[config.mk]
export PLATFORM = sky130hd
export DESIGN_NAME = epoch_seconds_to_calendar_top
export DESIGN_NICKNAME = d
export VERILOG_FILES = /design/src/design/escal_pkg.sv /design/src/design/escal_ctrl.sv /design/src/design/escal_dp.sv /design/src/design/epoch_seconds_to_calendar_top.sv
export VERILOG_INCLUDE_DIRS = /design/src /design/src/design
export SDC_FILE = /design/constraint.sdc
export NUM_CORES = 2
export LEC_CHECK = 0
export BUFFER_PORTS_ARGS = -buffer_cell sky130_fd_sc_hd__buf_2
export CORE_UTILIZATION = 45
export CTS_CLUSTER_SIZE = 24
export DETAILED_ROUTE_END_ITERATION = 12
export PLACE_DENSITY = 0.59
export SLEW_MARGIN = 10
export SYNTH_ARGS = -nofsm -noshare
export SYNTH_HDL_FRONTEND = slang
export SYNTH_SLANG_ARGS = --single-unit
export TNS_END_PERCENT = 5
[constraint.sdc]
create_clock -name clk -period 20.3 [get_ports clk]
set_input_delay 4.06 -clock clk [delete_from_list [all_inputs] [get_ports clk]]
set_output_delay 4.06 -clock clk [all_outputs]
set_load 0.005 [all_outputs]
[src/design/assert_macros.svh]
// ----------------------------------------------------------------------------
// Assertion macros
// Shared concurrent assertion forms, clocked on clk and disabled in reset.
// ----------------------------------------------------------------------------
`ifndef ASSERT_MACROS_SVH
`define ASSERT_MACROS_SVH

// Same-cycle implication.
`define ASSERT_IMPLIES(label, ante, cons, msg) \
	label: assert property (@(posedge clk) disable iff (!arst_n) (ante) |-> (cons)) \
		else $error(msg);

// Next-cycle implication.
`define ASSERT_NEXT(label, ante, cons, msg) \
	label: assert property (@(posedge clk) disable iff (!arst_n) (ante) |=> (cons)) \
		else $error(msg);

`endif

[src/design/escal_pkg.sv]
// ----------------------------------------------------------------------------
// escal_pkg
// Types, constants and calendar helper functions for the epoch converter.
// ----------------------------------------------------------------------------
package escal_pkg;

	// Clamp limits and offset, in seconds relative to 1970-01-01.
	localparam logic signed [33:0] T_MIN = -34'sd2208988800;
	localparam logic signed [33:0] T_MAX = 34'sd5869583999;
	localparam logic signed [33:0] T_OFS = 34'sd2208988800;

	localparam logic [7:0] YEAR_LAST = 8'd255;
	localparam logic [7:0] YEAR_2100 = 8'd200;
	localparam logic [3:0] MONTH_DEC = 4'd11;

	// Reciprocal division: q = (x * RCP) >> SH. Each shift is the dividend width
	// plus the bits of the divisor, so the rounding error never reaches a whole
	// step of the quotient. The day step divides the count shifted right by
	// seven (26 bits) by 675, since 86400 is 128 times 675. The other steps see
	// dividends of at most 17 bits.
	localparam int unsigned SH_DAY  = 36;
	localparam int unsigned SH_WDAY = 20;
	localparam int unsigned SH_HOUR = 29;
	localparam int unsigned SH_MIN  = 23;

	localparam logic [26:0] RCP_DAY  = 27'((64'd1 << SH_DAY) / 64'd675 + 64'd1);
	localparam logic [26:0] RCP_WDAY = 27'((64'd1 << SH_WDAY) / 64'd7 + 64'd1);
	localparam logic [26:0] RCP_HOUR = 27'((64'd1 << SH_HOUR) / 64'd3600 + 64'd1);
	localparam logic [26:0] RCP_MIN  = 27'((64'd1 << SH_MIN) / 64'd60 + 64'd1);

	// Division steps run by the shared reciprocal divider.
	typedef enum logic [1:0] {
		OP_DAY  = 2'd0,
		OP_WDAY = 2'd1,
		OP_HOUR = 2'd2,
		OP_MIN  = 2'd3
	} div_op_t;

	typedef struct packed {
		logic    load;
		logic    prep;
		logic    div_step;
		logic    div_end;
		div_op_t op;
		logic    year_phase;
		logic    month_phase;
		logic    write_out;
	} cmd_t;

	typedef struct packed {
		logic year_more;
		logic month_more;
	} sts_t;

	function automatic logic [16:0] div_divisor(input div_op_t op);
		logic [16:0] d;
		case (op)
			OP_DAY:  d = 17'd86400;
			OP_WDAY: d = 17'd7;
			OP_HOUR: d = 17'd3600;
			OP_MIN:  d = 17'd60;
			default: d = 17'd86400;
		endcase
		return d;
	endfunction

	// Year given as an offset from 1900; only 2000 is a century leap year in range.
	function automatic logic is_leap(input logic [7:0] y);
		return (y[1:0] == 2'd0) && (y != 8'd0) && (y != YEAR_2100);
	endfunction

	function automatic logic [8:0] year_len(input logic [7:0] y);
		return is_leap(y) ? 9'd366 : 9'd365;
	endfunction

	function automatic logic [4:0] month_len(input logic leap, input logic [3:0] m);
		logic [4:0] n;
		case (m)
			4'd0:    n = 5'd31;
			4'd1:    n = leap ? 5'd29 : 5'd28;
			4'd2:    n = 5'd31;
			4'd3:    n = 5'd30;
			4'd4:    n = 5'd31;
			4'd5:    n = 5'd30;
			4'd6:    n = 5'd31;
			4'd7:    n = 5'd31;
			4'd8:    n = 5'd30;
			4'd9:    n = 5'd31;
			4'd10:   n = 5'd30;
			4'd11:   n = 5'd31;
			default: n = 5'd31;
		endcase
		return n;
	endfunction

endpackage

[src/design/escal_ctrl.sv]
// ----------------------------------------------------------------------------
// escal_ctrl
// Sequencer for the converter: handshakes, divider steps, year and month walks.
// ----------------------------------------------------------------------------
module escal_ctrl (
	input  logic              clk,
	input  logic              arst_n,
	input  logic              in_valid,
	output logic              in_ready,
	output logic              out_valid,
	input  logic              out_ready,
	input  escal_pkg::sts_t   sts,
	output escal_pkg::cmd_t   cmd
);
	import escal_pkg::*;

	typedef enum logic [6:0] {
		S_IDLE   = 7'b0000001,
		S_CLAMP  = 7'b0000010,
		S_DIV    = 7'b0000100,
		S_DIVEND = 7'b0001000,
		S_YEAR   = 7'b0010000,
		S_MONTH  = 7'b0100000,
		S_WRITE  = 7'b1000000
	} state_t;

	state_t    state_q, state_d;
	div_op_t   op_q, op_d;
	logic      out_valid_q;
	logic      out_free;

	assign in_ready  = (state_q == S_IDLE);
	assign out_valid = out_valid_q;
	assign out_free  = !out_valid_q || out_ready;

	always_comb begin
		state_d = state_q;
		op_d    = op_q;
		cmd     = '0;
		cmd.op  = op_q;
		case (state_q)
			S_IDLE: begin
				if (in_valid) begin
					cmd.load = 1'b1;
					state_d  = S_CLAMP;
				end
			end
			S_CLAMP: begin
				cmd.prep = 1'b1;
				op_d     = OP_DAY;
				state_d  = S_DIV;
			end
			S_DIV: begin
				cmd.div_step = 1'b1;
				state_d      = S_DIVEND;
			end
			S_DIVEND: begin
				cmd.div_end = 1'b1;
				case (op_q)
					OP_DAY: begin
						op_d    = OP_WDAY;
						state_d = S_DIV;
					end
					OP_WDAY: begin
						op_d    = OP_HOUR;
						state_d = S_DIV;
					end
					OP_HOUR: begin
						op_d    = OP_MIN;
						state_d = S_DIV;
					end
					default: begin
						state_d = S_YEAR;
					end
				endcase
			end
			S_YEAR: begin
				cmd.year_phase = 1'b1;
				if (!sts.year_more) begin
					state_d = S_MONTH;
				end
			end
			S_MONTH: begin
				cmd.month_phase = 1'b1;
				if (!sts.month_more) begin
					state_d = S_WRITE;
				end
			end
			S_WRITE: begin
				if (out_free) begin
					cmd.write_out = 1'b1;
					state_d       = S_IDLE;
				end
			end
			default: begin
				state_d = S_IDLE;
			end
		endcase
	end

	always_ff @(posedge clk or negedge arst_n) begin
		if (!arst_n) begin
			state_q     <= S_IDLE;
			op_q        <= OP_DAY;
			out_valid_q <= 1'b0;
		end else begin
			state_q <= state_d;
			op_q    <= op_d;
			if (cmd.write_out) begin
				out_valid_q <= 1'b1;
			end else if (out_ready) begin
				out_valid_q <= 1'b0;
			end
		end
	end

endmodule

[src/design/escal_dp.sv]
// ----------------------------------------------------------------------------
// escal_dp
// Datapath: offset and clamp, reciprocal divider, year and month walks,
// and the result register.
// ----------------------------------------------------------------------------
module escal_dp (
	input  logic               clk,
	input  logic               arst_n,
	input  logic               cfg_we,
	input  logic signed [16:0] cfg_wdata,
	input  logic signed [32:0] epoch_seconds,
	input  logic               use_local,
	input  escal_pkg::cmd_t    cmd,
	output escal_pkg::sts_t    sts,
	output logic [7:0]         year_since_1900,
	output logic [3:0]         month_index,
	output logic [4:0]         month_day,
	output logic [8:0]         year_day,
	output logic [2:0]         week_day,
	output logic [4:0]         hour_of_day,
	output logic [5:0]         minute_of_hour,
	output logic [5:0]         second_of_minute
);
	import escal_pkg::*;

	logic signed [16:0] zone_q;
	logic signed [33:0] t_adj_q;
	logic signed [33:0] t_clamp;
	logic signed [33:0] s_sum;
	logic [32:0]        dvd_q;
	logic [16:0]        quo_q;
	logic [16:0]        days_q;
	logic [16:0]        secs_q;
	logic [2:0]         wday_q;
	logic [4:0]         hour_q;
	logic [5:0]         min_q;
	logic [5:0]         sec_q;
	logic [7:0]         yr_q;
	logic [3:0]         mon_q;
	logic [8:0]         yday_q;
	logic [16:0]        divisor;
	logic [25:0]        mul_a;
	logic [26:0]        mul_b;
	logic [52:0]        prod;
	logic [16:0]        quo;
	logic [16:0]        qd_low;
	logic [16:0]        rem_w;
	logic [8:0]         ylen;
	logic [4:0]         mlen;

	always_ff @(posedge clk or negedge arst_n) begin
		if (!arst_n) begin
			zone_q <= '0;
		end else if (cfg_we) begin
			zone_q <= cfg_wdata;
		end
	end

	// Clamp to 1900-01-01 .. 2155-12-31 and rebase the count to 1900.
	always_comb begin
		if (t_adj_q < T_MIN) begin
			t_clamp = T_MIN;
		end else if (t_adj_q > T_MAX) begin
			t_clamp = T_MAX;
		end else begin
			t_clamp = t_adj_q;
		end
	end
	assign s_sum = t_clamp + T_OFS;

	// Quotient in the step cycle, remainder in the following one. The remainder
	// is below 2^17, so the low 17 bits of dividend minus quotient times divisor
	// give it exactly.
	always_comb begin
		case (cmd.op)
			OP_DAY: begin
				mul_a = dvd_q[32:7];
				mul_b = RCP_DAY;
			end
			OP_WDAY: begin
				mul_a = {9'd0, dvd_q[16:0]};
				mul_b = RCP_WDAY;
			end
			OP_HOUR: begin
				mul_a = {9'd0, dvd_q[16:0]};
				mul_b = RCP_HOUR;
			end
			default: begin
				mul_a = {9'd0, dvd_q[16:0]};
				mul_b = RCP_MIN;
			end
		endcase
	end
	assign prod = {27'd0, mul_a} * {26'd0, mul_b};

	always_comb begin
		case (cmd.op)
			OP_DAY:  quo = 17'(prod >> SH_DAY);
			OP_WDAY: quo = 17'(prod >> SH_WDAY);
			OP_HOUR: quo = 17'(prod >> SH_HOUR);
			default: quo = 17'(prod >> SH_MIN);
		endcase
	end

	assign divisor = div_divisor(cmd.op);
	assign qd_low  = quo_q * divisor;
	assign rem_w   = dvd_q[16:0] - qd_low;

	assign ylen           = year_len(yr_q);
	assign mlen           = month_len(is_leap(yr_q), mon_q);
	assign sts.year_more  = (days_q >= {8'd0, ylen}) && (yr_q != YEAR_LAST);
	assign sts.month_more = (mon_q < MONTH_DEC) && (days_q >= {12'd0, mlen});

	always_ff @(posedge clk) begin
		if (cmd.load) begin
			t_adj_q <= {epoch_seconds[32], epoch_seconds}
				- (use_local ? {{17{zone_q[16]}}, zone_q} : 34'sd0);
		end
		if (cmd.prep) begin
			dvd_q <= s_sum[32:0];
			yr_q  <= '0;
			mon_q <= '0;
		end
		if (cmd.div_step) begin
			quo_q <= quo;
		end
		if (cmd.div_end) begin
			case (cmd.op)
				OP_DAY: begin
					days_q <= quo_q;
					secs_q <= rem_w;
					dvd_q  <= {16'd0, quo_q + 17'd1};
				end
				OP_WDAY: begin
					wday_q <= rem_w[2:0];
					dvd_q  <= {16'd0, secs_q};
				end
				OP_HOUR: begin
					hour_q <= quo_q[4:0];
					dvd_q  <= {16'd0, rem_w};
				end
				default: begin
					min_q <= quo_q[5:0];
					sec_q <= rem_w[5:0];
				end
			endcase
		end
		if (cmd.year_phase) begin
			if (sts.year_more) begin
				days_q <= days_q - {8'd0, ylen};
				yr_q   <= yr_q + 8'd1;
			end else begin
				yday_q <= days_q[8:0];
			end
		end
		if (cmd.month_phase && sts.month_more) begin
			days_q <= days_q - {12'd0, mlen};
			mon_q  <= mon_q + 4'd1;
		end
		if (cmd.write_out) begin
			year_since_1900  <= yr_q;
			month_index      <= mon_q;
			month_day        <= days_q[4:0] + 5'd1;
			year_day         <= yday_q;
			week_day         <= wday_q;
			hour_of_day      <= hour_q;
			minute_of_hour   <= min_q;
			second_of_minute <= sec_q;
		end
	end

endmodule

[src/design/epoch_seconds_to_calendar_top.sv]
// ----------------------------------------------------------------------------
// epoch_seconds_to_calendar_top
// Converts signed seconds since 1970-01-01 into a broken-down Gregorian date.
// ----------------------------------------------------------------------------
// Usage:
// An input transfer on in_valid/in_ready carries epoch_seconds and use_local.
// When use_local is set, the zone offset (seconds west of UTC, written through
// cfg_we/cfg_wdata and reset to zero) is subtracted before conversion.
// Each input transfer yields exactly one output transfer on out_valid/out_ready.
// The block works on one item at a time. The work on an item runs through
// the offset and clamp, four divisions (days, weekday, hour, minute), each a
// quotient step and a remainder step, a year walk with one step per whole
// year after 1900, a month walk with one step per month index, a closing step
// of each walk and the write of the result register. in_ready rises in the
// cycle that out_valid rises, so a new item is taken only once the last one
// has been written to the output register.
// The result sits in an output register, so a new input transfer is taken
// while the receiver stalls; that item finishes its work and then waits until
// the output register is free. After reset in_ready is high, out_valid is low
// and the zone offset is zero.
// ----------------------------------------------------------------------------
module epoch_seconds_to_calendar_top (
	input  logic               clk,
	input  logic               arst_n,
	input  logic               cfg_we,
	input  logic signed [16:0] cfg_wdata,
	input  logic               in_valid,
	output logic               in_ready,
	input  logic signed [32:0] epoch_seconds,
	input  logic               use_local,
	output logic               out_valid,
	input  logic               out_ready,
	output logic [7:0]         year_since_1900,
	output logic [3:0]         month_index,
	output logic [4:0]         month_day,
	output logic [8:0]         year_day,
	output logic [2:0]         week_day,
	output logic [4:0]         hour_of_day,
	output logic [5:0]         minute_of_hour,
	output logic [5:0]         second_of_minute
);
	import escal_pkg::*;

	`include "assert_macros.svh"

	cmd_t       cmd;
	sts_t       sts;
	logic [6:0] phase_bits;
	logic       fields_ok;

	// The controller sequences the work; all arithmetic sits in the datapath.
	escal_ctrl u_ctrl (
		.clk       (clk),
		.arst_n    (arst_n),
		.in_valid  (in_valid),
		.in_ready  (in_ready),
		.out_valid (out_valid),
		.out_ready (out_ready),
		.sts       (sts),
		.cmd       (cmd)
	);

	escal_dp u_dp (
		.clk              (clk),
		.arst_n           (arst_n),
		.cfg_we           (cfg_we),
		.cfg_wdata        (cfg_wdata),
		.epoch_seconds    (epoch_seconds),
		.use_local        (use_local),
		.cmd              (cmd),
		.sts              (sts),
		.year_since_1900  (year_since_1900),
		.month_index      (month_index),
		.month_day        (month_day),
		.year_day         (year_day),
		.week_day         (week_day),
		.hour_of_day      (hour_of_day),
		.minute_of_hour   (minute_of_hour),
		.second_of_minute (second_of_minute)
	);

	// Datapath phases and the range checks of a presented result.
	assign phase_bits = {cmd.load, cmd.prep, cmd.div_step, cmd.div_end,
		cmd.year_phase, cmd.month_phase, cmd.write_out};
	assign fields_ok = (month_index <= 4'd11) && (week_day <= 3'd6)
		&& (hour_of_day <= 5'd23) && (minute_of_hour <= 6'd59)
		&& (second_of_minute <= 6'd59) && (month_day != 5'd0);

	// A result must never overwrite one the receiver has not yet taken.
	`ASSERT_IMPLIES(a_no_overwrite, cmd.write_out, (!out_valid || out_ready), "result overwritten")

	// After an input transfer the block is busy with that item.
	`ASSERT_NEXT(a_busy_after_accept, (in_valid && in_ready), !in_ready, "accepted while busy")

	// The controller drives at most one datapath phase in any cycle.
	`ASSERT_IMPLIES(a_one_phase, 1'b1, $onehot0(phase_bits), "phases overlap")

	// Every presented result has its month, weekday, day-of-month and time fields in range.
	`ASSERT_IMPLIES(a_fields_range, out_valid, fields_ok, "result field out of range")

endmodule
Word level (Yosys, flattened, before mapping)
Index checks and enable logic that the tools add are counted.
- flip-flop bits (word level): 232
- input bits: 56
- output and inout port bits: 48
- add/subtract/negate cells: 9
- multiply operators: 2
- order comparisons: 5
- eq/ne operators: 22
- mux-type cells: 42
- bitwise gates (word level): 2
- reductions and logical operators: 22
- operator list (cell ; number):
    $mux 33 ; 4
    $pmux 33 s3 ; 1
    $mux 17 ; 5
    $pmux 27 s3 ; 1
    $pmux 17 s4 ; 1
    $mul 26x27->53 ; 1
    $pmux 17 s3 ; 1
    $pmux 7 s7 ; 1
    $gt 34x34->1 const B ; 1
    $lt 34x33->1 const B ; 1
    $mux 34 ; 1
    $sub 34x34->34 ; 1
    $add 33x33->33 const B ; 1
    $mux 7 ; 4
    $mux 26 ; 1
    $mux 8 ; 3
    $add 17x1->17 const B ; 1
    $ge 17x5->1 ; 1
    $ge 17x9->1 ; 1
    $mul 17x17->17 ; 1
    $sub 17x17->17 ; 1
    $sub 17x5->17 ; 1
    $sub 17x9->17 ; 1
    $ne 8x8->1 const B ; 2
    other kinds (38) ; 67

Logic depth before layout (Yosys ltp)
- word-level depth: 9
- gate-level depth with buffers: 33
- depth with buffers taken out: 31

By module
From an unflattened synthesis, not the netlist that was laid out.
- cells, all modules: 3616
- area total of the unflattened synthesis: 33891.3 µm²
- modules (own cells, without submodules) (module ; times used ; cells an instance ; area an instance (µm²)):
    escal_dp ; 1 ; 3542 ; 33226.9
    escal_ctrl ; 1 ; 74 ; 664.4

Worst setup path after synthesis
Ideal clock, no wire load.
- path type: reg2reg
- start point: reg u_ctrl.op_q[0]
- end point: reg u_dp.quo_q[15] (data pin)
- setup time: 0.263 ns
- data arrival time: 7.831 ns
- data required time: 20.037 ns
- slack: 12.205 ns
- stages on the path, launching flop included: 30
- buffers on the path: 3
- period minus slack after synthesis: 8.095 ns
- cells stage by stage: dfrtp_1 inv_1 ha_1 buf_2 buf_1 clkbuf_1 nand2_1 inv_1 nand2_1 fa_1 inv_1 fa_1 fa_1 fa_1 fa_1 fa_1 inv_1 fa_1 inv_1 ha_1 a21oi_1 o21ai_1 a2111oi_0 o31ai_1 a2111o_1 o21ai_2 o21ai_1 a211o_1 nand2_1 a21oi_1
- word-level cells in the longest chain between the ends: 4
- elaborated cells on any way between the ends: 7
- classes of those cells: mul (1); eq/ne (2); mux (3); reduce/logical (1)
- RTL lines (element ; line ; RTL):
    start: declaration ; escal_ctrl.sv:28 ; div_op_t op_q, op_d;
    start signal: assignment ; escal_ctrl.sv:108 ; op_q <= op_d;
    $eq 2x2->1, or another cell as far along ; escal_dp.sv:75, escal_dp.sv:97 ;
    $pmux 27 s3 / $mux 26 (equally long branches) ; escal_dp.sv:75 ; case (cmd.op)
    $mul 26x27->53 ; escal_dp.sv:94 ; assign prod = {27'd0, mul_a} * {26'd0, mul_b};
    $pmux 17 s3 (*) ; escal_dp.sv:97 ; case (cmd.op)
    named net u_dp.quo[15] ; escal_dp.sv:45 ; logic [16:0] quo;
    end signal: assignment ; escal_dp.sv:125 ; quo_q <= quo;
    end: declaration ; escal_dp.sv:31 ; logic [16:0] quo_q;
The timed path passes the listed nets; every way through them passes the cells marked *.
A chain may end at the register's enable or synchronous reset.

Worst setup path in the final report
- start point: reg u_ctrl.op_q[0]
- end point: reg u_dp.quo_q[0] (data pin)
The elaborated chain is that of the path after synthesis.

==> run_results.csv <==
group,metric,value,unit
logic_synthesis,yosysTopAreaCellShare,27.9,%
clocking,cts.clk_slew.worst_paths,0.07,ns
die,dieArea,75000,µm²
logic_synthesis,async_flop_share,11.6,%
worst_setup_path,cp-start-kind,"flip-flop",
logic_synthesis,syn_inst,3521,
clocking,cts_buffers,25,
job,maxCapViolCount,0,
layout,syn_to_final_growth,6.81,%
clocking,cts_buffer_depth,3,
logic_synthesis,ys_seq_area_share,18.8,%
clocking,post_cts_buffers,0,
logic_synthesis,syn-num-nets,4478,
die,initial_core_util,45.5,%
drt,drc,16,
worst_setup_path,critical_path.max_fanout,47,
sta,drv_slew,0,
sta,setup_viol,0,
outcome,outcome,"finished, violations left",
global_routing,grt_pass1_vias,24600,
layout,nets,4506,
sta,fmax,98.6,MHz
placed_design,gp_congestion,0.909,
die,dieHeight,274,µm
global_routing,grt_use_total,24.0,%
layout,final_common_cell,"inv_1",
clocking,clock-root-buffer,"clkbuf_16",
logic_synthesis,ys.flop_type,"edfxtp_1",
logic_synthesis,synth_xor_area_share,3.82,%
drt,vias_per_cell,5.30,
clocking,clk_latency,0.55,ns
worst_setup_path,crit_path_end_kind,"flip-flop",
global_routing,grt_max_degree,75,
sta,hold_viol,0,
drt,vias,24000,
logic_synthesis,synth_top_family_by_area,"adder cells",
sta,finalCritPeriodShare,50.0,%
clocking,cts_tree,"done",
layout,num-fill-cells,6942,
die,top_level_ports,104,
die,coreArea,73100,µm²
global_routing,overflow,0,
layout,drive_gt1_share,6.48,%
logic_synthesis,synth-simple-area-share,11.8,%
sta,worst_pin_slew,1.17,ns
drt,routed_wire_length_per_instance,19.4,µm
drt,dr.pass1.iters,12,
outcome,violations,"DRC",
drt,drtIter0Drc,1875,
worst_setup_path,crit_slowest_cell,"ha_2",
logic_synthesis,synthAdderAreaFrac,44.3,%
sta,maxSlewHeadroom,21.7,%
clocking,cts.sinks,232,
worst_setup_path,reg2reg_slack,10.16,ns
logic_synthesis,synth_warnings,0,
logic_synthesis,synth_edf_count,147,
sta,layout_setup_ws,10.16,ns
sta,skew,0.0210,ns
layout,final_cell_mix,"inv_1 (758), fa_1 (464), ha_1 (433), nor2_1 (255), nand2_1 (229)",
placed_design,dp_hpwl,71800,µm
placed_design,portBuffers,103,
logic_synthesis,netlist_area,33300,µm²
logic_synthesis,synth_compound_area_share,10.3,%
worst_setup_path,cp.required,20.57,ns
logic_synthesis,synth_area_leader_cell,"fa_1",
sta,fin_crit,10.14,ns
placed_design,dp_worst_setup_slack,10.28,ns
worst_setup_path,critPathKind,"reg2reg",
worst_setup_path,cp_slowest_stage_delay,0.76,ns
worst_hold_path,hp-class,"reg2reg",
die,placementRows,99,
clocking,cts_hold_buf,0,
logic_synthesis,synth-seq-cells,232,
drt,detail-route-antenna-nets,0,
logic_synthesis,syn_area_per_cell,9.45,µm²
global_routing,antenna_found_initial,4,
sta,rsz0062_at_grt,"no",
worst_setup_path,crit_arrival,10.41,ns
logic_synthesis,synth_cell_types,86,
drt,routed_wl,87900,µm
clocking,ctsResizeCount,0,
clocking,ctsHtreeMaxLevel,1,
die,die_w,274,µm
global_routing,grt_pass1_wl,139000,µm
logic_synthesis,netlist_top_cells_area,"fa_1 (28%), ha_1 (16%), edfxtp_1 (13%), inv_1 (8.6%), dfxtp_1 (3.5%)",
logic_synthesis,synthMuxAreaShare,0.966,%
sta,fin_setup_tns,0,ns
## per-layer routing
layer	share of wire [%]	routed length [µm]	track usage [%]	vias up
met4	2.2	1910	5.09	4
met2	47	41200	39.4	610
met5	0.030	26	0	-
met3	5.9	5180	4.18	114
li1	-	-	-	11500
met1	45	39600	33.1	11800
## synthesized netlist by cell type (7+ instances only)
cell type,n
a211o_1,8
a211oi_1,33
a21boi_0,9
a21o_1,47
a21oi_1,131
a221oi_1,13
a222oi_1,23
a31oi_1,20
and2_1,76
and3_1,28
buf_2,11
clkbuf_1,106
dfrtp_1,26
dfxtp_1,58
edfxtp_1,147
fa_1,464
ha_1,437
inv_1,758
mux2_2,17
mux2i_1,13
nand2_1,229
nand2b_1,33
nand3_1,53
nand4_1,17
nor2_1,257
nor2b_1,38
nor3_1,35
nor4_1,9
o211ai_1,14
o21a_1,18
o21ai_0,78
o21ai_1,12
o22ai_1,7
o31ai_1,11
or2_2,23
xnor2_1,98
xor2_1,47
## through the flow
step                      cells  area, µm²  utilization (%)  hold WS (ns)
after floorplan            3521      33300                -         0.400
final                      4529      35500             48.6         0.418
after detailed placement   4481      34700             47.5         0.405
after global routing       4526      35500             48.6         0.423
after global placement     4480      34700             47.5         0.401
after CTS                  4526      35500             48.6         0.419
## worst max-delay path, delay by kind of cell (launching register included)
family,cells,cell delay (ns)
AOI/OAI and AO/OA,5,1.41
buffers and inverters,8,1.47
adders and majority gates,9,4.71
DFF,1,0.66
xor gates and xnor gates,1,0.21
and+or+nand+nor,5,1.34
## state kept, by name (all words and copies together) (netlist names), 7 cells and up
signal	count
u_dp.days_q	17
u_dp.dvd_q	33
u_dp.t_adj_q	34
u_ctrl.state_q	7
u_dp.yday_q	9
u_dp.yr_q	8
u_dp.year_day	9
u_dp.secs_q	17
u_dp.zone_q	17
u_dp.quo_q	17
u_dp.year_since_1900	8
## worst paths after layout
| kind | end | startpoint | depth (start not counted) |
|---|---|---|---|
| max | u_dp.quo_q[0]$_DFFE_PP_ | u_ctrl.op_q[0]$_DFFE_PN0P_ | 28 |
| min | u_dp.hour_of_day[4]$_DFFE_PP_ | u_dp.hour_q[4]$_DFFE_PP_ | 0 |
| max reg2reg | u_dp.quo_q[0]$_DFFE_PP_ | u_ctrl.op_q[0]$_DFFE_PN0P_ | 28 |
| min reg2reg | u_dp.hour_of_day[4]$_DFFE_PP_ | u_dp.hour_q[4]$_DFFE_PP_ | 0 |
| max in group asynchronous | u_ctrl.state_q[2]$_DFFE_PN0P_ | arst_n | 1 |
| min in group asynchronous | u_ctrl.state_q[5]$_DFFE_PN0P_ | arst_n | 1 |
## cells by family (layout without fill, tap and decap cells)
group / after synthesis / in the layout
DFF: 232 / 232
and+or+nand+nor: 830 / 830
muxes: 30 / 30
adders and majority gates: 901 / 901
other: 0 / 3
xor gates and xnor gates: 145 / 145
AOI/OAI and AO/OA: 501 / 501
buffers and inverters: 882 / 928
## cell type report
| class | instances | area [µm²] | area share (%) |
|---|---|---|---|
| clock inverter | 10 | 108 | 0.303 |
| multi-input combinational | 2407 | 23700 | 66.8 |
| antenna | 3 | 7.51 | 0.0211 |
| timing repair buffer | 123 | 669 | 1.88 |
| sequential | 232 | 6250 | 17.6 |
| clock buffer | 35 | 716 | 2.01 |
| inverter | 760 | 2850 | 8.03 |
| tap | 959 | 1200 | 3.38 |
Power is left out: the tool's default activity adds up to more than one toggle a clock period on the data nets, which glitch-free logic cannot reach.
